[src/rtl/u2l_pkg.sv]
`timescale 1ns / 1ps

package u2l_pkg;

	localparam int QUEUE_DEPTH_DEF = 4;
	localparam int UD_W = 19;

	localparam logic [7:0] LEAD_MIN = 8'd128;
	localparam logic [7:0] LEAD3_MIN = 8'd224;

	localparam logic signed [UD_W-1:0] CP_LATIN1_END = UD_W'(256);
	localparam logic signed [UD_W-1:0] CP_LSQUO = UD_W'(32'h2018);
	localparam logic signed [UD_W-1:0] CP_RSQUO = UD_W'(32'h2019);
	localparam logic signed [UD_W-1:0] CP_LDQUO = UD_W'(32'h201c);
	localparam logic signed [UD_W-1:0] CP_RDQUO = UD_W'(32'h201d);
	localparam logic signed [UD_W-1:0] CP_ENDASH = UD_W'(32'h2013);
	localparam logic signed [UD_W-1:0] CP_EMDASH = UD_W'(32'h2014);
	localparam logic signed [UD_W-1:0] CP_EURO = UD_W'(32'h20ac);
	localparam logic signed [UD_W-1:0] CP_ARROW = UD_W'(32'h27a2);
	localparam logic signed [UD_W-1:0] CP_LOZENGE = UD_W'(32'h25ca);
	localparam logic signed [UD_W-1:0] CP_PUA_F076 = UD_W'(32'hf076);
	localparam logic signed [UD_W-1:0] CP_PUA_F0A7 = UD_W'(32'hf0a7);
	localparam logic signed [UD_W-1:0] CP_PUA_F0B7 = UD_W'(32'hf0b7);
	localparam logic signed [UD_W-1:0] CP_BULLET = UD_W'(32'h2022);
	localparam logic signed [UD_W-1:0] CP_ELLIPSIS = UD_W'(32'h2026);

	localparam logic [7:0] CH_NUL = 8'h00;
	localparam logic [7:0] CH_DQUOTE = 8'h22;
	localparam logic [7:0] CH_APOS = 8'h27;
	localparam logic [7:0] CH_DASH = 8'h2d;
	localparam logic [7:0] CH_DOT = 8'h2e;
	localparam logic [7:0] CH_SPACE = 8'h20;
	localparam logic [7:0] CH_CURRENCY = 8'ha4;
	localparam logic [7:0] CH_MIDDOT = 8'hb7;

	localparam logic [1:0] DOT_LAST = 2'd2;

	typedef enum logic [2:0] {
		PH_LEAD   = 3'b001,
		PH_SECOND = 3'b010,
		PH_THIRD  = 3'b100
	} phase_t;

	typedef struct packed {
		logic [7:0] data;
		logic       dots;
		logic       str_end;
		logic       trunc;
	} cmd_t;

	function automatic cmd_t classify(input logic signed [UD_W-1:0] ud);
		cmd_t c;
		c.data = ud[7:0];
		c.dots = 1'b0;
		c.str_end = 1'b0;
		c.trunc = 1'b0;
		if (ud >= CP_LATIN1_END) begin
			case (ud) inside
				CP_LDQUO, CP_RDQUO: c.data = CH_DQUOTE;
				CP_LSQUO, CP_RSQUO: c.data = CH_APOS;
				CP_ENDASH, CP_EMDASH: c.data = CH_DASH;
				CP_EURO: c.data = CH_CURRENCY;
				CP_ARROW, CP_LOZENGE, CP_PUA_F076, CP_PUA_F0A7, CP_PUA_F0B7,
				CP_BULLET: c.data = CH_MIDDOT;
				CP_ELLIPSIS: begin
					c.data = CH_DOT;
					c.dots = 1'b1;
				end
				default: c.data = CH_SPACE;
			endcase
		end
		return c;
	endfunction

endpackage

[src/rtl/u2l_in_if.sv]
`timescale 1ns / 1ps

interface u2l_in_if;
	logic       valid;
	logic       ready;
	logic [7:0] in_byte;

	modport source (output valid, output in_byte, input ready);
	modport sink (input valid, input in_byte, output ready);
endinterface

[src/rtl/u2l_out_if.sv]
`timescale 1ns / 1ps

interface u2l_out_if;
	logic       valid;
	logic       ready;
	logic [7:0] out_byte;
	logic       run_last;
	logic       string_end;
	logic       truncated;

	modport source (output valid, output out_byte, output run_last, output string_end,
		output truncated, input ready);
	modport sink (input valid, input out_byte, input run_last, input string_end,
		input truncated, output ready);
endinterface

[src/rtl/u2l_front.sv]
`timescale 1ns / 1ps

module u2l_front (
	input  logic            clk,
	input  logic            arst_n,
	u2l_in_if.sink          upstream,
	input  logic            q_full,
	output logic            push,
	output u2l_pkg::cmd_t   cmd
);
	import u2l_pkg::*;

	phase_t     phase_q, phase_d;
	logic [7:0] lead_q;
	logic [7:0] second_q;
	logic       accept;
	logic       emit;
	logic       load_lead;
	logic       load_second;
	logic [7:0] c;

	logic signed [UD_W-1:0] lead_s, second_s, byte_s, ud2, ud3;

	assign upstream.ready = !q_full;
	assign accept = upstream.valid && upstream.ready;
	assign c = upstream.in_byte;

	assign lead_s = $signed({{(UD_W-8){1'b0}}, lead_q});
	assign second_s = $signed({{(UD_W-8){1'b0}}, second_q});
	assign byte_s = $signed({{(UD_W-8){1'b0}}, c});

	assign ud2 = ((lead_s - UD_W'(192)) <<< 6) + (byte_s - UD_W'(128));
	assign ud3 = ((lead_s - UD_W'(224)) <<< 12) + ((second_s - UD_W'(128)) <<< 6)
		+ (byte_s - UD_W'(128));

	always_comb begin
		phase_d = phase_q;
		emit = 1'b0;
		load_lead = 1'b0;
		load_second = 1'b0;
		cmd = '{data: c, dots: 1'b0, str_end: 1'b0, trunc: 1'b0};
		unique case (phase_q)
			PH_SECOND: begin
				if (c == CH_NUL) begin
					emit = 1'b1;
					cmd = '{data: CH_NUL, dots: 1'b0, str_end: 1'b1, trunc: 1'b1};
					phase_d = PH_LEAD;
				end else if (lead_q < LEAD3_MIN) begin
					emit = 1'b1;
					cmd = classify(ud2);
					phase_d = PH_LEAD;
				end else begin
					load_second = 1'b1;
					phase_d = PH_THIRD;
				end
			end
			PH_THIRD: begin
				emit = 1'b1;
				phase_d = PH_LEAD;
				if (c == CH_NUL) begin
					cmd = '{data: CH_NUL, dots: 1'b0, str_end: 1'b1, trunc: 1'b1};
				end else begin
					cmd = classify(ud3);
				end
			end
			default: begin
				phase_d = PH_LEAD;
				if (c == CH_NUL) begin
					emit = 1'b1;
					cmd = '{data: CH_NUL, dots: 1'b0, str_end: 1'b1, trunc: 1'b0};
				end else if (c < LEAD_MIN) begin
					emit = 1'b1;
				end else begin
					load_lead = 1'b1;
					phase_d = PH_SECOND;
				end
			end
		endcase
	end

	assign push = accept && emit;

	always_ff @(posedge clk or negedge arst_n) begin
		if (!arst_n) begin
			phase_q <= PH_LEAD;
		end else if (accept) begin
			phase_q <= phase_d;
		end
	end

	always_ff @(posedge clk) begin
		if (accept && load_lead) begin
			lead_q <= c;
		end
		if (accept && load_second) begin
			second_q <= c;
		end
	end

	a_zero_resyncs: assert property (@(posedge clk) disable iff (!arst_n)
		accept && c == CH_NUL |=> phase_q == PH_LEAD)
		else $error("zero byte did not return the decoder to the lead phase");

	a_trunc_needs_seq: assert property (@(posedge clk) disable iff (!arst_n)
		push && cmd.trunc |-> phase_q != PH_LEAD && cmd.str_end)
		else $error("truncation flagged outside a multibyte sequence");
endmodule

[src/rtl/u2l_queue.sv]
`timescale 1ns / 1ps

module u2l_queue #(
	parameter int DEPTH = u2l_pkg::QUEUE_DEPTH_DEF
) (
	input  logic            clk,
	input  logic            arst_n,
	input  logic            push,
	input  u2l_pkg::cmd_t   wr_cmd,
	output logic            full,
	input  logic            pop,
	output logic            not_empty,
	output u2l_pkg::cmd_t   head
);
	import u2l_pkg::*;

	localparam int PTR_W = (DEPTH > 1) ? $clog2(DEPTH) : 1;
	localparam int CNT_W = $clog2(DEPTH + 1);

	cmd_t             mem_q [DEPTH];
	logic [PTR_W-1:0] wr_ptr_q;
	logic [PTR_W-1:0] rd_ptr_q;
	logic [CNT_W-1:0] count_q;

	assign full = count_q == CNT_W'(DEPTH);
	assign not_empty = count_q != '0;
	assign head = mem_q[rd_ptr_q];

	always_ff @(posedge clk or negedge arst_n) begin
		if (!arst_n) begin
			wr_ptr_q <= '0;
			rd_ptr_q <= '0;
			count_q <= '0;
		end else begin
			if (push) begin
				wr_ptr_q <= (wr_ptr_q == PTR_W'(DEPTH - 1)) ? '0 : wr_ptr_q + 1'b1;
			end
			if (pop) begin
				rd_ptr_q <= (rd_ptr_q == PTR_W'(DEPTH - 1)) ? '0 : rd_ptr_q + 1'b1;
			end
			if (push && !pop) begin
				count_q <= count_q + 1'b1;
			end else if (pop && !push) begin
				count_q <= count_q - 1'b1;
			end
		end
	end

	always_ff @(posedge clk) begin
		if (push) begin
			mem_q[wr_ptr_q] <= wr_cmd;
		end
	end

	a_no_overflow: assert property (@(posedge clk) disable iff (!arst_n) push |-> !full)
		else $error("queue written while full");

	a_no_underflow: assert property (@(posedge clk) disable iff (!arst_n) pop |-> not_empty)
		else $error("queue read while empty");
endmodule

[src/rtl/u2l_back.sv]
`timescale 1ns / 1ps

module u2l_back (
	input  logic            clk,
	input  logic            arst_n,
	input  logic            not_empty,
	input  u2l_pkg::cmd_t   head,
	output logic            pop,
	u2l_out_if.source       downstream
);
	import u2l_pkg::*;

	logic       valid_q;
	logic [7:0] byte_q;
	logic       last_q;
	logic       end_q;
	logic       trunc_q;
	logic [1:0] dot_cnt_q;
	logic       load;
	logic       take;
	logic       final_dot;

	assign load = !valid_q || downstream.ready;
	assign take = load && not_empty;
	assign final_dot = dot_cnt_q == DOT_LAST;
	assign pop = take && (!head.dots || final_dot);

	assign downstream.valid = valid_q;
	assign downstream.out_byte = byte_q;
	assign downstream.run_last = last_q;
	assign downstream.string_end = end_q;
	assign downstream.truncated = trunc_q;

	always_ff @(posedge clk or negedge arst_n) begin
		if (!arst_n) begin
			valid_q <= 1'b0;
			dot_cnt_q <= '0;
		end else begin
			if (load) begin
				valid_q <= not_empty;
			end
			if (take && head.dots) begin
				dot_cnt_q <= final_dot ? 2'd0 : dot_cnt_q + 1'b1;
			end
		end
	end

	always_ff @(posedge clk) begin
		if (take) begin
			byte_q <= head.data;
			last_q <= !head.dots || final_dot;
			end_q <= head.str_end;
			trunc_q <= head.trunc;
		end
	end

	a_dot_count_range: assert property (@(posedge clk) disable iff (!arst_n)
		dot_cnt_q != 2'd3)
		else $error("ellipsis counter out of range");

	a_end_is_last: assert property (@(posedge clk) disable iff (!arst_n)
		valid_q && end_q |-> last_q && byte_q == CH_NUL)
		else $error("terminator result not marked as last");
endmodule

[src/rtl/utf8_to_latin1_transliterator.sv]
`timescale 1ns / 1ps
// The decoder writes each result into the command queue; the result stage then registers it.
// Throughput: one input byte per cycle unless the queue is full; one result per cycle while downstream is ready.
// An ellipsis occupies the result side for three results, one per dot; the command queue between the
// decoder and the result stage absorbs this, and input stalls only when that queue fills.
// Reset is asynchronous and active low; it clears the phase, the queue and the output valid.

module utf8_to_latin1_transliterator #(
	parameter int QUEUE_DEPTH = u2l_pkg::QUEUE_DEPTH_DEF
) (
	input  logic       clk,
	input  logic       arst_n,
	u2l_in_if.sink     upstream,
	u2l_out_if.source  downstream
);
	import u2l_pkg::*;

	logic q_full;
	logic q_push;
	logic q_pop;
	logic q_not_empty;
	cmd_t q_wr_cmd;
	cmd_t q_head;

	u2l_front u_front (
		.clk      (clk),
		.arst_n   (arst_n),
		.upstream (upstream),
		.q_full   (q_full),
		.push     (q_push),
		.cmd      (q_wr_cmd)
	);

	u2l_queue #(
		.DEPTH (QUEUE_DEPTH)
	) u_queue (
		.clk       (clk),
		.arst_n    (arst_n),
		.push      (q_push),
		.wr_cmd    (q_wr_cmd),
		.full      (q_full),
		.pop       (q_pop),
		.not_empty (q_not_empty),
		.head      (q_head)
	);

	u2l_back u_back (
		.clk        (clk),
		.arst_n     (arst_n),
		.not_empty  (q_not_empty),
		.head       (q_head),
		.pop        (q_pop),
		.downstream (downstream)
	);
endmodule
[src/flat_wrapper.sv]
// flat-port wrapper written by rule: the top's interface ports become plain ports
module utf8_to_latin1_transliterator_flat import u2l_pkg::*;
#(
	parameter int QUEUE_DEPTH = u2l_pkg::QUEUE_DEPTH_DEF
)
  (clk, arst_n, upstream_valid, upstream_in_byte, upstream_ready, downstream_valid, downstream_out_byte, downstream_run_last, downstream_string_end, downstream_truncated, downstream_ready);
  u2l_in_if upstream_i ();
  u2l_out_if downstream_i ();
  input  logic clk;
  input  logic arst_n;
  input wire logic [$bits(upstream_i.valid)-1:0] upstream_valid;
  input wire logic [$bits(upstream_i.in_byte)-1:0] upstream_in_byte;
  output wire logic [$bits(upstream_i.ready)-1:0] upstream_ready;
  output wire logic [$bits(downstream_i.valid)-1:0] downstream_valid;
  output wire logic [$bits(downstream_i.out_byte)-1:0] downstream_out_byte;
  output wire logic [$bits(downstream_i.run_last)-1:0] downstream_run_last;
  output wire logic [$bits(downstream_i.string_end)-1:0] downstream_string_end;
  output wire logic [$bits(downstream_i.truncated)-1:0] downstream_truncated;
  input wire logic [$bits(downstream_i.ready)-1:0] downstream_ready;
  assign upstream_i.valid = upstream_valid;
  assign upstream_i.in_byte = upstream_in_byte;
  assign upstream_ready = upstream_i.ready;
  assign downstream_valid = downstream_i.valid;
  assign downstream_out_byte = downstream_i.out_byte;
  assign downstream_run_last = downstream_i.run_last;
  assign downstream_string_end = downstream_i.string_end;
  assign downstream_truncated = downstream_i.truncated;
  assign downstream_i.ready = downstream_ready;
  utf8_to_latin1_transliterator #(.QUEUE_DEPTH(QUEUE_DEPTH)) u_core (.clk(clk), .arst_n(arst_n), .upstream(upstream_i), .downstream(downstream_i));
endmodule
[config.mk]
export PLATFORM = sky130hd
export DESIGN_NAME = utf8_to_latin1_transliterator_flat
export DESIGN_NICKNAME = d
export VERILOG_FILES = /design/src/rtl/u2l_pkg.sv /design/src/rtl/u2l_in_if.sv /design/src/rtl/u2l_out_if.sv /design/src/rtl/u2l_front.sv /design/src/rtl/u2l_queue.sv /design/src/rtl/u2l_back.sv /design/src/rtl/utf8_to_latin1_transliterator.sv /design/src/flat_wrapper.sv
export SDC_FILE = /design/constraint.sdc
export NUM_CORES = 1
export LEC_CHECK = 0
export ABC_AREA = 1
export BUFFER_PORTS_ARGS = -buffer_cell sky130_fd_sc_hd__buf_2
export CORE_MARGIN = 10
export CORE_UTILIZATION = 45
export CTS_BUF_LIST = sky130_fd_sc_hd__clkbuf_8 sky130_fd_sc_hd__clkbuf_16
export CTS_CLUSTER_DIAMETER = 150
export CTS_CLUSTER_SIZE = 16
export DETAILED_ROUTE_END_ITERATION = 6
export PLACE_DENSITY_LB_ADDON = 0.3
export SYNTH_ARGS = -nofsm -noshare
export SYNTH_HDL_FRONTEND = slang
export SYNTH_SLANG_ARGS = --single-unit
export TNS_END_PERCENT = 1
[constraint.sdc]
create_clock -name clk -period 2.9 [get_ports clk]
set_input_delay 0.29 -clock clk [delete_from_list [all_inputs] [get_ports clk]]
set_output_delay 0.29 -clock clk [all_outputs]
set_load 0.005 [all_outputs]
Yosys cells after proc, flatten, opt, wreduce, memory -nomap -nowiden
Memory sizes are Yosys's and may differ from the RTL's.
Index checks and enable logic that the tools add are counted.
{"block": "op_classes", "n_eq_ne": 34, "muxes": 54, "n_reduce_logical": 28, "add_sub_neg": 12, "order_cmp": 4}
{"op": "$eq A19 B14 Y1 const B", "count": 22}
{"op": "$eq A19 B16 Y1 const B", "count": 6}
{"op": "$mux W8", "count": 10}
{"op": "$mux W11", "count": 4}
{"op": "$ge A19 B10 Y1 const B", "count": 2}
{"op": "$sub A8 B8 Y9 const B", "count": 3}
{"op": "$mux W1", "count": 24}
{"op": "$pmux W11 S2", "count": 1}
{"op": "$add A19 B15 Y19", "count": 1}
{"op": "$add A19 B9 Y19", "count": 1}
{"op": "$mux W9", "count": 2}
{"op": "$add A15 B9 Y16", "count": 1}
{"op": "$lt A8 B8 Y1 const B", "count": 2}
{"op": "$reduce_or A2 Y1", "count": 7}
{"op": "$mux W3", "count": 4}
{"op": "$reduce_or A6 Y1", "count": 2}
{"op": "$mux W2", "count": 5}
{"op": "$logic_and A1 B1 Y1", "count": 9}
{"op": "$logic_not A8 Y1", "count": 1}
{"op": "$mux W4", "count": 2}
{"op": "$sub A7 B7 Y7 const B", "count": 1}
{"op": "$add A2 B1 Y2 const B", "count": 3}
{"op": "$eq A2 B2 Y1 const B", "count": 3}
{"op": "$eq A3 B3 Y1 const B", "count": 2}
{"op": "9 further kinds", "count": 14}
{"block": "word_totals", "mem_count": 1, "register_bits": 40, "ramBits": 44, "in_bits": 12, "word_cells": 145, "out_inout_bits": 13}
{"memory": "u_core.u_queue.mem_q", "depth": 4, "width": 11, "read_ports": 1, "rd_ports_with_merged_regs": 0, "write_ports": 1, "line": "u2l_queue.sv:20", "text": "cmd_t mem_q [DEPTH];"}

Depth between registers and ports, before layout
Gate-level depths: netlist of the first run.
{"block": "depth", "ltp_word": 13, "mapped_depth": 23, "mapped_depth_nobuf": 23}

Modules after synthesis
A second synthesis of the first run with hierarchy kept.
{"block": "unflattened", "hier_cells": 746, "hier_area_um2": 5891.9}
{"mod": "u2l_front", "cells_per_inst": 533, "area_each_um2": 3214.3, "seq_area_each_um2": 556.8, "n_inst": 1}
{"mod": "u2l_queue", "cells_per_inst": 181, "area_each_um2": 2183.3, "seq_area_each_um2": 1496.4, "n_inst": 1}
{"mod": "u2l_back", "cells_per_inst": 32, "area_each_um2": 494.2, "seq_area_each_um2": 405.4, "n_inst": 1}

Worst setup path before layout of the first run
No wires, ideal clock.
{"block": "synth_path", "kind": "register -> register", "start": "reg u_core.u_front.second_q[7]", "end": "mem u_core.u_queue.mem_q[0][3] in the netlist's numbering, data pin", "synth_period_minus_slack_ns": 2.962, "t_required_ns": 2.630, "setup_time_ns": 0.270, "arrival_time_ns": 2.691, "path_stages_with_launch": 18, "setup_slack_ns": -0.062, "path_cell_list": "edfxtp_1 -> fa_1 -> inv_1 -> ha_1 -> nand2_1 -> inv_1 -> a21oi_1 -> nand2_1 -> nand2_1 -> nand2_1 -> nor2_1 -> nand3_1 -> nor2_1 -> nor2_4 -> nand2_1 -> nor2_1 -> a22oi_1 -> nand2_1"}
{"element": "from (decl)", "line": "u2l_front.sv:15", "text": "logic [7:0] second_q;"}
{"element": "from (signal assigned)", "line": "u2l_front.sv:96", "text": "second_q <= c;"}
{"element": "to (decl)", "line": "u2l_queue.sv:20"}

==> results of run 1 <==
## metrics by stage
step | total power, W | hold WS [ps]
after global placement | 0.003778 | 190.6
after detailed placement | 0.003862 | 193.8
after global routing | 0.005476 | 220.1
after floorplan | 0.003148 | -5.591
final | 0.005105 | 208.2
after CTS | 0.005028 | 214.3
## sequential cells by signal, indices dropped and copies added, names as in the netlist
signal,count
u_core.u_queue.rd_ptr_q,2
u_core.u_back.dot_cnt_q,2
u_core.u_back.downstream.truncated,1
u_core.u_front.phase_q,3
u_core.u_back.downstream.run_last,1
u_core.u_queue.count_q,3
u_core.u_queue.mem_q,44
u_core.u_back.downstream.string_end,1
u_core.u_front.lead_q,8
u_core.u_queue.wr_ptr_q,2
u_core.u_front.second_q,8
u_core.u_back.downstream.out_byte,8
u_core.u_back.downstream.valid,1
## logic make-up after synthesis
| logic type | Yosys count | synth area share (%) |
|---|---|---|
| compound gates | 76 | 7.636 |
| flops | 84 | 42.62 |
| xor+xnor | 7 | 1.193 |
| simple gates | 387 | 29.83 |
| fa+ha+maj | 42 | 10.28 |
| buf+inv | 125 | 8.438 |
## power by group through the flow
stage               combinational, W  clock, W  sequential [W]
floorplan                    0.00132         0         0.00182
global placement             0.00196         0         0.00181
detailed placement           0.00203         0         0.00183
CTS                          0.00215   0.00107         0.00181
global route                 0.00251   0.00113         0.00184
finish                       0.00224   0.00106         0.00181
## cells in the mapped netlist (all sizes together)
master | count | share of area (%)
a21oi | 24 | 2.5
a22oi | 1 | 0.13
a31oi | 1 | 0.11
and2 | 1 | 0.15
buf | 2 | 0.43
clkbuf | 6 | 0.39
dfrtp | 12 | 5.2
dfstp | 1 | 0.46
edfxtp | 71 | 37
fa | 9 | 3.1
ha | 33 | 7.2
inv | 117 | 7.6
nand2 | 197 | 13
nand3 | 60 | 5.5
nand3b | 7 | 0.91
nand4 | 19 | 2.1
nor2 | 89 | 6.5
nor3 | 10 | 1.1
nor4 | 3 | 0.33
o211ai | 1 | 0.13
o21ai | 32 | 2.8
o21bai | 2 | 0.26
o221ai | 1 | 0.15
o22ai | 13 | 1.4
o31ai | 1 | 0.13
or2 | 1 | 0.11
xnor2 | 4 | 0.61
xor2 | 3 | 0.59
## layout make-up
type,instances,area (µm²)
inverter,117,439.2
tap,172,215.2
clock inverter,7,50.05
timing repair buffer,87,608.1
fill,1126,5436
multi-input combinational,512,3136
clock buffer,9,225.2
sequential,84,2459
## how the worst max path moves through the flow
stage / slack (ps) / start / cells after the start / to
6_report: -230 / u_core.u_front.second_q[7]$_DFFE_PP_ / 16 / u_core.u_queue.mem_q[3][5]$_DFFE_PP_
5_1_grt: -400 / u_core.u_front.second_q[7]$_DFFE_PP_ / 20 / u_core.u_queue.mem_q[3][10]$_DFFE_PP_
4_1_cts: -140 / u_core.u_front.second_q[7]$_DFFE_PP_ / 17 / u_core.u_queue.mem_q[3][3]$_DFFE_PP_
3_5_place_dp: -280 / u_core.u_front.second_q[7]$_DFFE_PP_ / 17 / u_core.u_queue.mem_q[1][3]$_DFFE_PP_
3_3_place_gp: -200 / u_core.u_front.second_q[7]$_DFFE_PP_ / 17 / u_core.u_queue.mem_q[3][3]$_DFFE_PP_
2_1_floorplan: 4 / u_core.u_front.second_q[7]$_DFFE_PP_ / 17 / u_core.u_queue.mem_q[0][3]$_DFFE_PP_
## per-layer routing
layer	GRT usage [%]	vias up	share of wire, %
met1	20.88	2470	44
met4	6.469	0	2.3
li1	-	2556	-
met5	0	-	0
met2	28.39	165	49
met3	2.481	27	4.5
## worst max-delay path: stages, from the launching register on
cell and delay (ps):
edfxtp_1 510, buf_4 200, inv_1 70, fa_1 460, ha_4 310, inv_1 70, nor3_4 190, buf_4 150
a21oi_4 60, nand2_2 60, nand2_2 50, nand2_2 80, nor2_2 60, nand3_2 110, nand4_1 150, a21oi_1 220
nand2_2 110
## what timing repair did
action / CTS / global route
setup endpoints to repair: 36 / 37
pin swaps: 25 / 18
hold buffers: 1 / 0
endpoints found under the hold margin: 12 / 0
resized for setup: 37 / 28
setup buffers: 3 / 2
==> run summary, run 1 <==
final std cells w/o fill: 988
IO Port Bufs: 24
DR pass1 iterations: 5
RSZ-0062 raised after global routing: yes
Arr. time, crit path: 3210 ps
layout cells sized above 1: 22.92%
Hold Crit Class: in2reg
final hold vios: 0
vias in the first global route: 5159
Setup WS post-layout: -231.4 ps
Reg power frac: 35.4%
Yosys Warn Count: 0
Yosys cell types: 42
ant diodes: 0
CTS tree: done
Die W: 133.2 µm
die area: 17750 µm²
clock share of power: 20.8%
initial antenna violation count: 0
Hold Path Sink: u_core.u_front.second_q[6]$_DFFE_PP_
CTS clk-pin slew, worst paths: 60 ps
Iter 0 DRT Violations: 476
Switching Share: 38.69%
TritonCTS Sinks: 84
critical path endpoint category: flip-flop
final cycle utilization of the critical path: 108.0%
Net Count, Synth: 775
most common cell after layout, fill and taps aside: nand2_1
Final ANT Viol Nets: 0
average routed wire per standard cell: 14.95 µm
Setup Crit Path Kind: reg2reg
Area growth syn-to-layout: 23.64%
fin util: 56.74%
dpl ws: -284.3 ps
Max clock buf depth: 2
detailed-route via count: 5218
Mean Syn Cell Area: 8.000 µm²
die boundary height: 133.2 µm
hold_sp: upstream_in_byte[6]
Switch Pwr: 0.001975 W
reg2reg start: u_core.u_front.second_q[7]$_DFFE_PP_
total grt overflow: 0
WHS Path Cells: 1
CTS Buf Count: 9
Peak Freq: 319.3 MHz
# IOs: 25
worst rel slew slack: 73.93%
Cell Area, Synth: 5768 µm²
first-pass GRT wire length: 24450 µm
# nets final: 865
routability congestion estimate: 0.9055
clk_skew: 12.14 ps
cell area after placement: 6515 µm²
combinational share of power: 43.8%
total of max-cap violations: 0
row count: 41
CTS root buffer: clkbuf_16
routed wire length: 14770 µm
worst slew pin tran: 389.7 ps
via density per instance: 5.281
commonest cells after routing, fill and taps aside: nand2_1 (169), inv_1 (113), nor2_1 (71), edfxtp_1 (71), buf_4 (61)
CTS H-tree lvls: 3
crit path max fanout: 5
gr usage total: 16.69%
Starting Density: 45.89%
core area: 12570 µm²
clock latency on the worst-skew pair: 350 ps
Final Max Slew Viols: 0
reg-to-reg slack, setup: -230 ps
VDD IR max: 0.3252 mV
R2R cell count: 16
DP Wirelength: 11100 µm
Synth Instances: 721
Seq/Total Area, Yosys: 42.62%
largest net degree at the start of global routing: 22
Inst Count DP: 966
Final setup viols: 36
worst r2r dst: u_core.u_queue.mem_q[3][5]$_DFFE_PP_
Post-route DRC: 0
violated checks: setup timing
TNS Setup: -5516 ps
critical path required time: 2970 ps
PwrDens: 715.9 nW/µm²
status: finished with violations
type of origin of the critical path: flip-flop
minimum clock period: 3131 ps
fin area: 7132 µm²
Leak: 3.293 nW
Seq cells post-synth: 84
Cell Int Power: 0.003130 W
(Power assumes the default switching activity.)
==> run 2, diff against run 1 <==
Settings changed: RECOVER_POWER set to 50, SETUP_SLACK_MARGIN set to 0.5.
==> run 2 against run 1 <==
Net effect: the run still ends with setup timing left; non-clock buffer count rose by 2; routed wire length fell by 2.4%; sequential share of layout area fell by 0.12 points; cell area rose by 0.35%; sequential power barely moved; register-to-register slack improved by 30 ps; critical path type unchanged; critical endpoint is now u_core.u_queue.mem_q[2][3]$_DFFE_PP_; largest power group unchanged; highest routed layer unchanged.
==> run summary, run 2 (same netlist as run 1, synthesis figures left out) <==
Die W: 133.2 µm (unchanged)
Setup Crit Path Kind: reg2reg
critical path required time: 2980 ps (about the same)
PwrDens: 716.0 nW/µm² (about the same)
routed wire length: 14410 µm (-2.4%)
Max clock buf depth: 2 (unchanged)
DP Wirelength: 10820 µm (-2.6%)
total of max-cap violations: 0 (unchanged)
first-pass GRT wire length: 23860 µm (-2.4%)
violated checks: setup timing
final hold vios: 0 (unchanged)
clk_skew: 10.16 ps (-1.980 ps)
Final ANT Viol Nets: 0 (unchanged)
Area growth syn-to-layout: 24.08%
Iter 0 DRT Violations: 374 (-21%)
CTS Buf Count: 9 (unchanged)
via density per instance: 5.246 (-0.66%)
CTS root buffer: clkbuf_16
Setup WS post-layout: -199.4 ps (+32.02 ps)
max FFs per register: 44 (unchanged)
# nets final: 867 (+0.23%)
global route hottest layer: met2
Switch Pwr: 0.002003 W (+1.4%)
critical path endpoint category: flip-flop
core area: 12570 µm² (unchanged)
Cell Int Power: 0.003121 W (-0.30%)
die boundary height: 133.2 µm (unchanged)
fin util: 56.94% (+0.20 points)
Post-route DRC: 0 (unchanged)
minimum clock period: 3099 ps (-32.02 ps)
crit path max fanout: 6 (+1)
worst rel slew slack: 39.40% (-35 points)
RSZ-0062 raised after global routing: yes
gr usage total: 16.21% (-0.48 points)
clock share of power: 21.3% (+0.5 points)
CTS tree: done
routability congestion estimate: 0.8813 (-2.7%)
row count: 41 (unchanged)
Leak: 3.237 nW (-1.7%)
reg-to-reg slack, setup: -200 ps (+30 ps)
Final Max Slew Viols: 0 (unchanged)
Reg power frac: 35.3% (about the same)
Switching Share: 39.10% (+0.41 points)
initial antenna violation count: 0 (unchanged)
status: finished with violations
average routed wire per standard cell: 14.56 µm (-2.6%)
clock latency on the worst-skew pair: 350 ps (about the same)
combinational share of power: 43.4% (-0.4 points)
CTS clk-pin slew, worst paths: 60 ps (about the same)
DR pass1 iterations: 5 (unchanged)
detailed-route via count: 5194 (-0.46%)
final cycle utilization of the critical path: 106.9% (-1.1 points)
# IOs: 25 (unchanged)
Final setup viols: 32 (-11%)
Biggest register: u_core.u_queue.mem_q
met3 Resource Use GR: 2.481% (unchanged)
ant diodes: 0 (unchanged)
Hold Crit Class: in2reg
VDD IR max: 0.3091 mV (-5.0%)
grt met1 use: 20.40% (-0.47 points)
Peak Freq: 322.6 MHz (+1.0%)
Starting Density: 45.89% (unchanged)
dpl ws: -271.5 ps (+12.74 ps)
PnR Total Power: 0.005124 W (+0.37%)
TritonCTS Sinks: 84 (unchanged)
layout cells sized above 1: 22.00% (-0.91 points)
vias in the first global route: 5114 (-0.87%)
commonest cells after routing, fill and taps aside: nand2_1 (167), inv_1 (108), edfxtp_1 (71)
most common cell after layout, fill and taps aside: nand2_1
CTS H-tree lvls: 3 (unchanged)
IO Port Bufs: 24 (unchanged)
largest net degree at the start of global routing: 23 (+4.5%)
total grt overflow: 0 (unchanged)
Arr. time, crit path: 3180 ps (-30 ps)
die area: 17750 µm² (unchanged)
type of origin of the critical path: flip-flop
M2 GR Usage: 27.34% (-1.1 points)
worst slew pin tran: 909.0 ps (+519.4 ps)
==> run 2: changes by cell type in the layout (fill, tap and decap cells not counted), sizes merged <==
| cell | before | now |
|---|---|---|
| clkbuf | 9 | 31 |
| inv | 122 | 120 |
| clkinv | 1 | 3 |
| buf | 86 | 66 |
==> run 2: power groups by stage <==
stage / registers, W / logic, W / clock network (W)
4_1_cts: 0.00181 / 0.00214 / 0.00110
6_report: 0.00181 / 0.00223 / 0.00109
5_1_grt: 0.00184 / 0.00250 / 0.00115
3_3_place_gp: 0.00181 / 0.00201 / 0
2_1_floorplan: 0.00182 / 0.00135 / 0
3_5_place_dp: 0.00183 / 0.00207 / 0
==> run 2: repair_timing <==
item / 4_1_cts / 5_1_grt
hold endpoints to repair: 12 / 0
buffers inserted: 3 / 2
hold buffers: 1 / 0
gates resized for setup: 29 / 50
pin swaps: 28 / 27
endpoints found under the setup margin: 38 / 38
==> run 2: layout make-up <==
class,instances,area (µm²)
clock buffer,9,225.2
clock inverter,7,58.81
fill,1126,5411
inverter,117,441.7
multi-input combinational,512,3169
sequential,84,2459
tap,172,215.2
timing repair buffer,89,588.1
==> run 2: final timing paths <==
| kind | startpoint | cells past startpoint | to |
|---|---|---|---|
| hold / removal | upstream_valid | 4 | u_core.u_front.phase_q[0]$_DFFE_PN1P_ |
| max in group asynchronous | arst_n | 2 | u_core.u_queue.count_q[2]$_DFFE_PN0P_ |
| setup / recovery | u_core.u_front.second_q[7]$_DFFE_PP_ | 18 | u_core.u_queue.mem_q[2][3]$_DFFE_PP_ |
| setup reg to reg | u_core.u_front.second_q[7]$_DFFE_PP_ | 18 | u_core.u_queue.mem_q[2][3]$_DFFE_PP_ |
| min in group asynchronous | arst_n | 2 | u_core.u_queue.wr_ptr_q[0]$_DFFE_PN0P_ |
| hold reg to reg | u_core.u_back.dot_cnt_q[0]$_DFFE_PN0P_ | 1 | u_core.u_back.dot_cnt_q[0]$_DFFE_PN0P_ |
==> run 2: stage by stage <==
stage                     instances  setup TNS [ps]  area [µm²]  hold WS, ps
after global placement          968           -5555        6584        187.0
after detailed placement        968           -7810        6584        202.4
after global routing            990          -10930        7157        304.6
final                           990           -4430        7157        265.6
after floorplan                 721               0        5841       -5.591
after CTS                       988           -4985        6998        254.7
==> run 2: worst max-delay path, stage by stage (launching register included) <==
cell and delay, ps:
edfxtp_1 520, fa_1 550, inv_2 50, ha_4 310, nand2_4 70, nor2_1 90, nand2_1 100, nand2_2 140
nand2_2 80, nand2_4 90, nand2_4 70, nor2_4 110, nand2_4 80, nor2_4 80, nand2_1 60, nand2_2 70
nor2_2 60, a22oi_2 180, nand2_2 100
==> run 2: routing by layer <==
metal | vias up | share of wire, %
li1 | 2571 | -
met1 | 2436 | 45
met2 | 155 | 48
met3 | 32 | 4.5
met4 | 0 | 2.4
met5 | - | 0
==> run 3, diff against run 2 <==
Settings changed: MAX_ROUTING_LAYER set to met4.
==> run 3 against run 2 <==
Net effect: the run still ends with setup timing left; hold slack got worse by 4.3 ps; clock skew decreased by 1.5 ps; first-iteration DRC count increased by 25%; critical path depth decreased by 1; clock power increased by 9%; sequential share of layout area increased by 0.066 points; combinational power about the same; sequential power about the same.
==> run summary, run 3 (same netlist as run 1, synthesis figures left out) <==
via density per instance: 5.202 (-0.84%)
CTS H-tree lvls: 3 (unchanged)
Area growth syn-to-layout: 23.84%
average routed wire per standard cell: 14.79 µm (+1.6%)
initial antenna violation count: 0 (unchanged)
most common cell after layout, fill and taps aside: nand2_1
gr usage total: 17.06% (+0.85 points)
worst slew pin tran: 951.7 ps (+42.72 ps)
critical path, cell by cell: fa_1 -> inv_2 -> ha_4 -> nand2_4 -> nor2_2 -> nand3_2 -> nand3_1 -> nand2_1 -> nand2_2 -> inv_2 -> nand2_4 -> o21ai_1 -> buf_4 -> nand2_1 -> nand2_1 -> a22oi_1 -> nand2_1
die boundary height: 133.2 µm (unchanged)
final cycle utilization of the critical path: 106.6% (-0.25 points)
clock latency on the worst-skew pair: 350 ps (about the same)
Max clock buf depth: 2 (unchanged)
Arr. time, crit path: 3170 ps (about the same)
first-pass GRT wire length: 24270 µm (+1.7%)
Setup WS post-layout: -192.2 ps (+7.226 ps)
PnR Total Power: 0.005214 W (+1.8%)
Hold Crit Class: in2reg
crit path max fanout: 6 (unchanged)
CP most frequent cell: nand2_1
Final ANT Viol Nets: 0 (unchanged)
largest net degree at the start of global routing: 23 (unchanged)
vias in the first global route: 5118 (+0.078%)
violated checks: setup timing
VDD IR max: 0.3711 mV (+20%)
commonest cells after routing, fill and taps aside: nand2_1 (167), inv_1 (108), edfxtp_1 (71)
max FFs per register: 44 (unchanged)
CTS tree: done
Iter 0 DRT Violations: 466 (+25%)
core area: 12570 µm² (unchanged)
routability congestion estimate: 0.8906 (+1.1%)
IO Port Bufs: 24 (unchanged)
routed wire length: 14610 µm (+1.4%)
fin util: 56.83% (-0.11 points)
PwrDens: 730.0 nW/µm² (+2.0%)
minimum clock period: 3092 ps (-7.226 ps)
clk_skew: 8.659 ps (-1.505 ps)
total grt overflow: 0 (unchanged)
final hold vios: 0 (unchanged)
critical path required time: 2980 ps (about the same)
dpl ws: -263.9 ps (+7.644 ps)
worst rel slew slack: 36.55% (-2.8 points)
Starting Density: 45.89% (unchanged)
Biggest register: u_core.u_queue.mem_q
Setup Crit Path Kind: reg2reg
detailed-route via count: 5140 (-1.0%)
RSZ-0062 raised after global routing: yes
Final setup viols: 32 (unchanged)
TNS Setup: -4193 ps (+237.9 ps)
slowest stage cell on the critical path: fa_1
CTS Buf Count: 9 (unchanged)
row count: 41 (unchanged)
Peak Freq: 323.4 MHz (+0.23%)
total of max-cap violations: 0 (unchanged)
CTS clk-pin slew, worst paths: 70 ps (about the same)
# nets final: 865 (-0.23%)
DR pass1 iterations: 6 (+1)
Final Max Slew Viols: 0 (unchanged)
DP Wirelength: 11060 µm (+2.2%)
die area: 17750 µm² (unchanged)
critical path endpoint category: flip-flop
type of origin of the critical path: flip-flop
CTS root buffer: clkbuf_16
WHS: 261.3 ps (-4.305 ps)
ant diodes: 0 (unchanged)
Post-route DRC: 0 (unchanged)
Leak: 3.217 nW (-0.62%)
Die W: 133.2 µm (unchanged)
status: finished with violations
TritonCTS Sinks: 84 (unchanged)
Worst path max stage delay: 560 ps (about the same)
# IOs: 25 (unchanged)
layout cells sized above 1: 21.45% (-0.56 points)
==> run 3: changes by cell type in the layout (fill, tap and decap cells not counted), sizes merged <==
| cell | before | now |
|---|---|---|
| clkinvlp | 1 | 3 |
| clkinv | 3 | 0 |
| clkbuf | 31 | 33 |
| bufinv | 0 | 1 |
| buf | 66 | 62 |
==> run 3: critical path: cells and delay by family (launching register included) <==
family | cells | cell delay [ps]
simple gates | 10 | 940
flops | 1 | 530
buf+inv | 3 | 250
compound gates | 2 | 260
fa+ha+maj | 2 | 870
==> run 3: through the flow <==
step,instances,instance area (µm²)
6_report,988,7143
3_5_place_dp,969,6591
2_1_floorplan,721,5841
4_1_cts,988,7024
5_1_grt,988,7143
3_3_place_gp,969,6591
==> run 3: area by class of cell <==
| class | instances | area, µm² |
|---|---|---|
| Fill cell | 1115 | 5425 |
| Tap cell | 172 | 215.2 |
| Inverter | 117 | 444.2 |
| Sequential cell | 84 | 2459 |
| Multi-Input combinational cell | 512 | 3146 |
| Clock inverter | 7 | 83.83 |
| Timing Repair Buffer | 87 | 570.5 |
| Clock buffer | 9 | 225.2 |
==> run 3: final timing paths <==
path | startpoint | to | slack [ps] | cells past startpoint
worst max-delay path | u_core.u_front.second_q[7]$_DFFE_PP_ | u_core.u_queue.mem_q[3][3]$_DFFE_PP_ | -190 | 17
worst min-delay path | upstream_valid | u_core.u_front.phase_q[0]$_DFFE_PN1P_ | 260 | 4
worst max register to register | u_core.u_front.second_q[7]$_DFFE_PP_ | u_core.u_queue.mem_q[3][3]$_DFFE_PP_ | -190 | 17
worst min register to register | u_core.u_back.dot_cnt_q[0]$_DFFE_PN0P_ | u_core.u_back.dot_cnt_q[0]$_DFFE_PN0P_ | 530 | 1
max in group asynchronous | arst_n | u_core.u_front.phase_q[1]$_DFFE_PN0P_ | 1940 | 2
min in group asynchronous | arst_n | u_core.u_back.dot_cnt_q[0]$_DFFE_PN0P_ | 500 | 2
==> run 3: timing repair <==
action                                 4_1_cts  5_1_grt
hold buffers                                 1        0
endpoints found under the hold margin       12        0
pin swaps                                   20       21
setup endpoints to repair                   37       38
gates resized for setup                     27       48
setup buffers                                2        0
==> run 3: metal layers <==
metal	track usage [%]	up-vias	wire, µm
li1	-	2564	-
met1	20.42	2412	6530
met2	28.75	135	7129
met3	2.744	29	694
met4	5.683	0	259
met5	-	-	0
==> run 3: power by group <==
part / internal [W] / total (W) / leakage (nW) / switching (W)
Clock: 0.000682 / 0.00119 / 0.142 / 0.000508
Combinational: 0.000826 / 0.00221 / 2.26 / 0.00138
Sequential: 0.00169 / 0.00181 / 0.810 / 0.000125
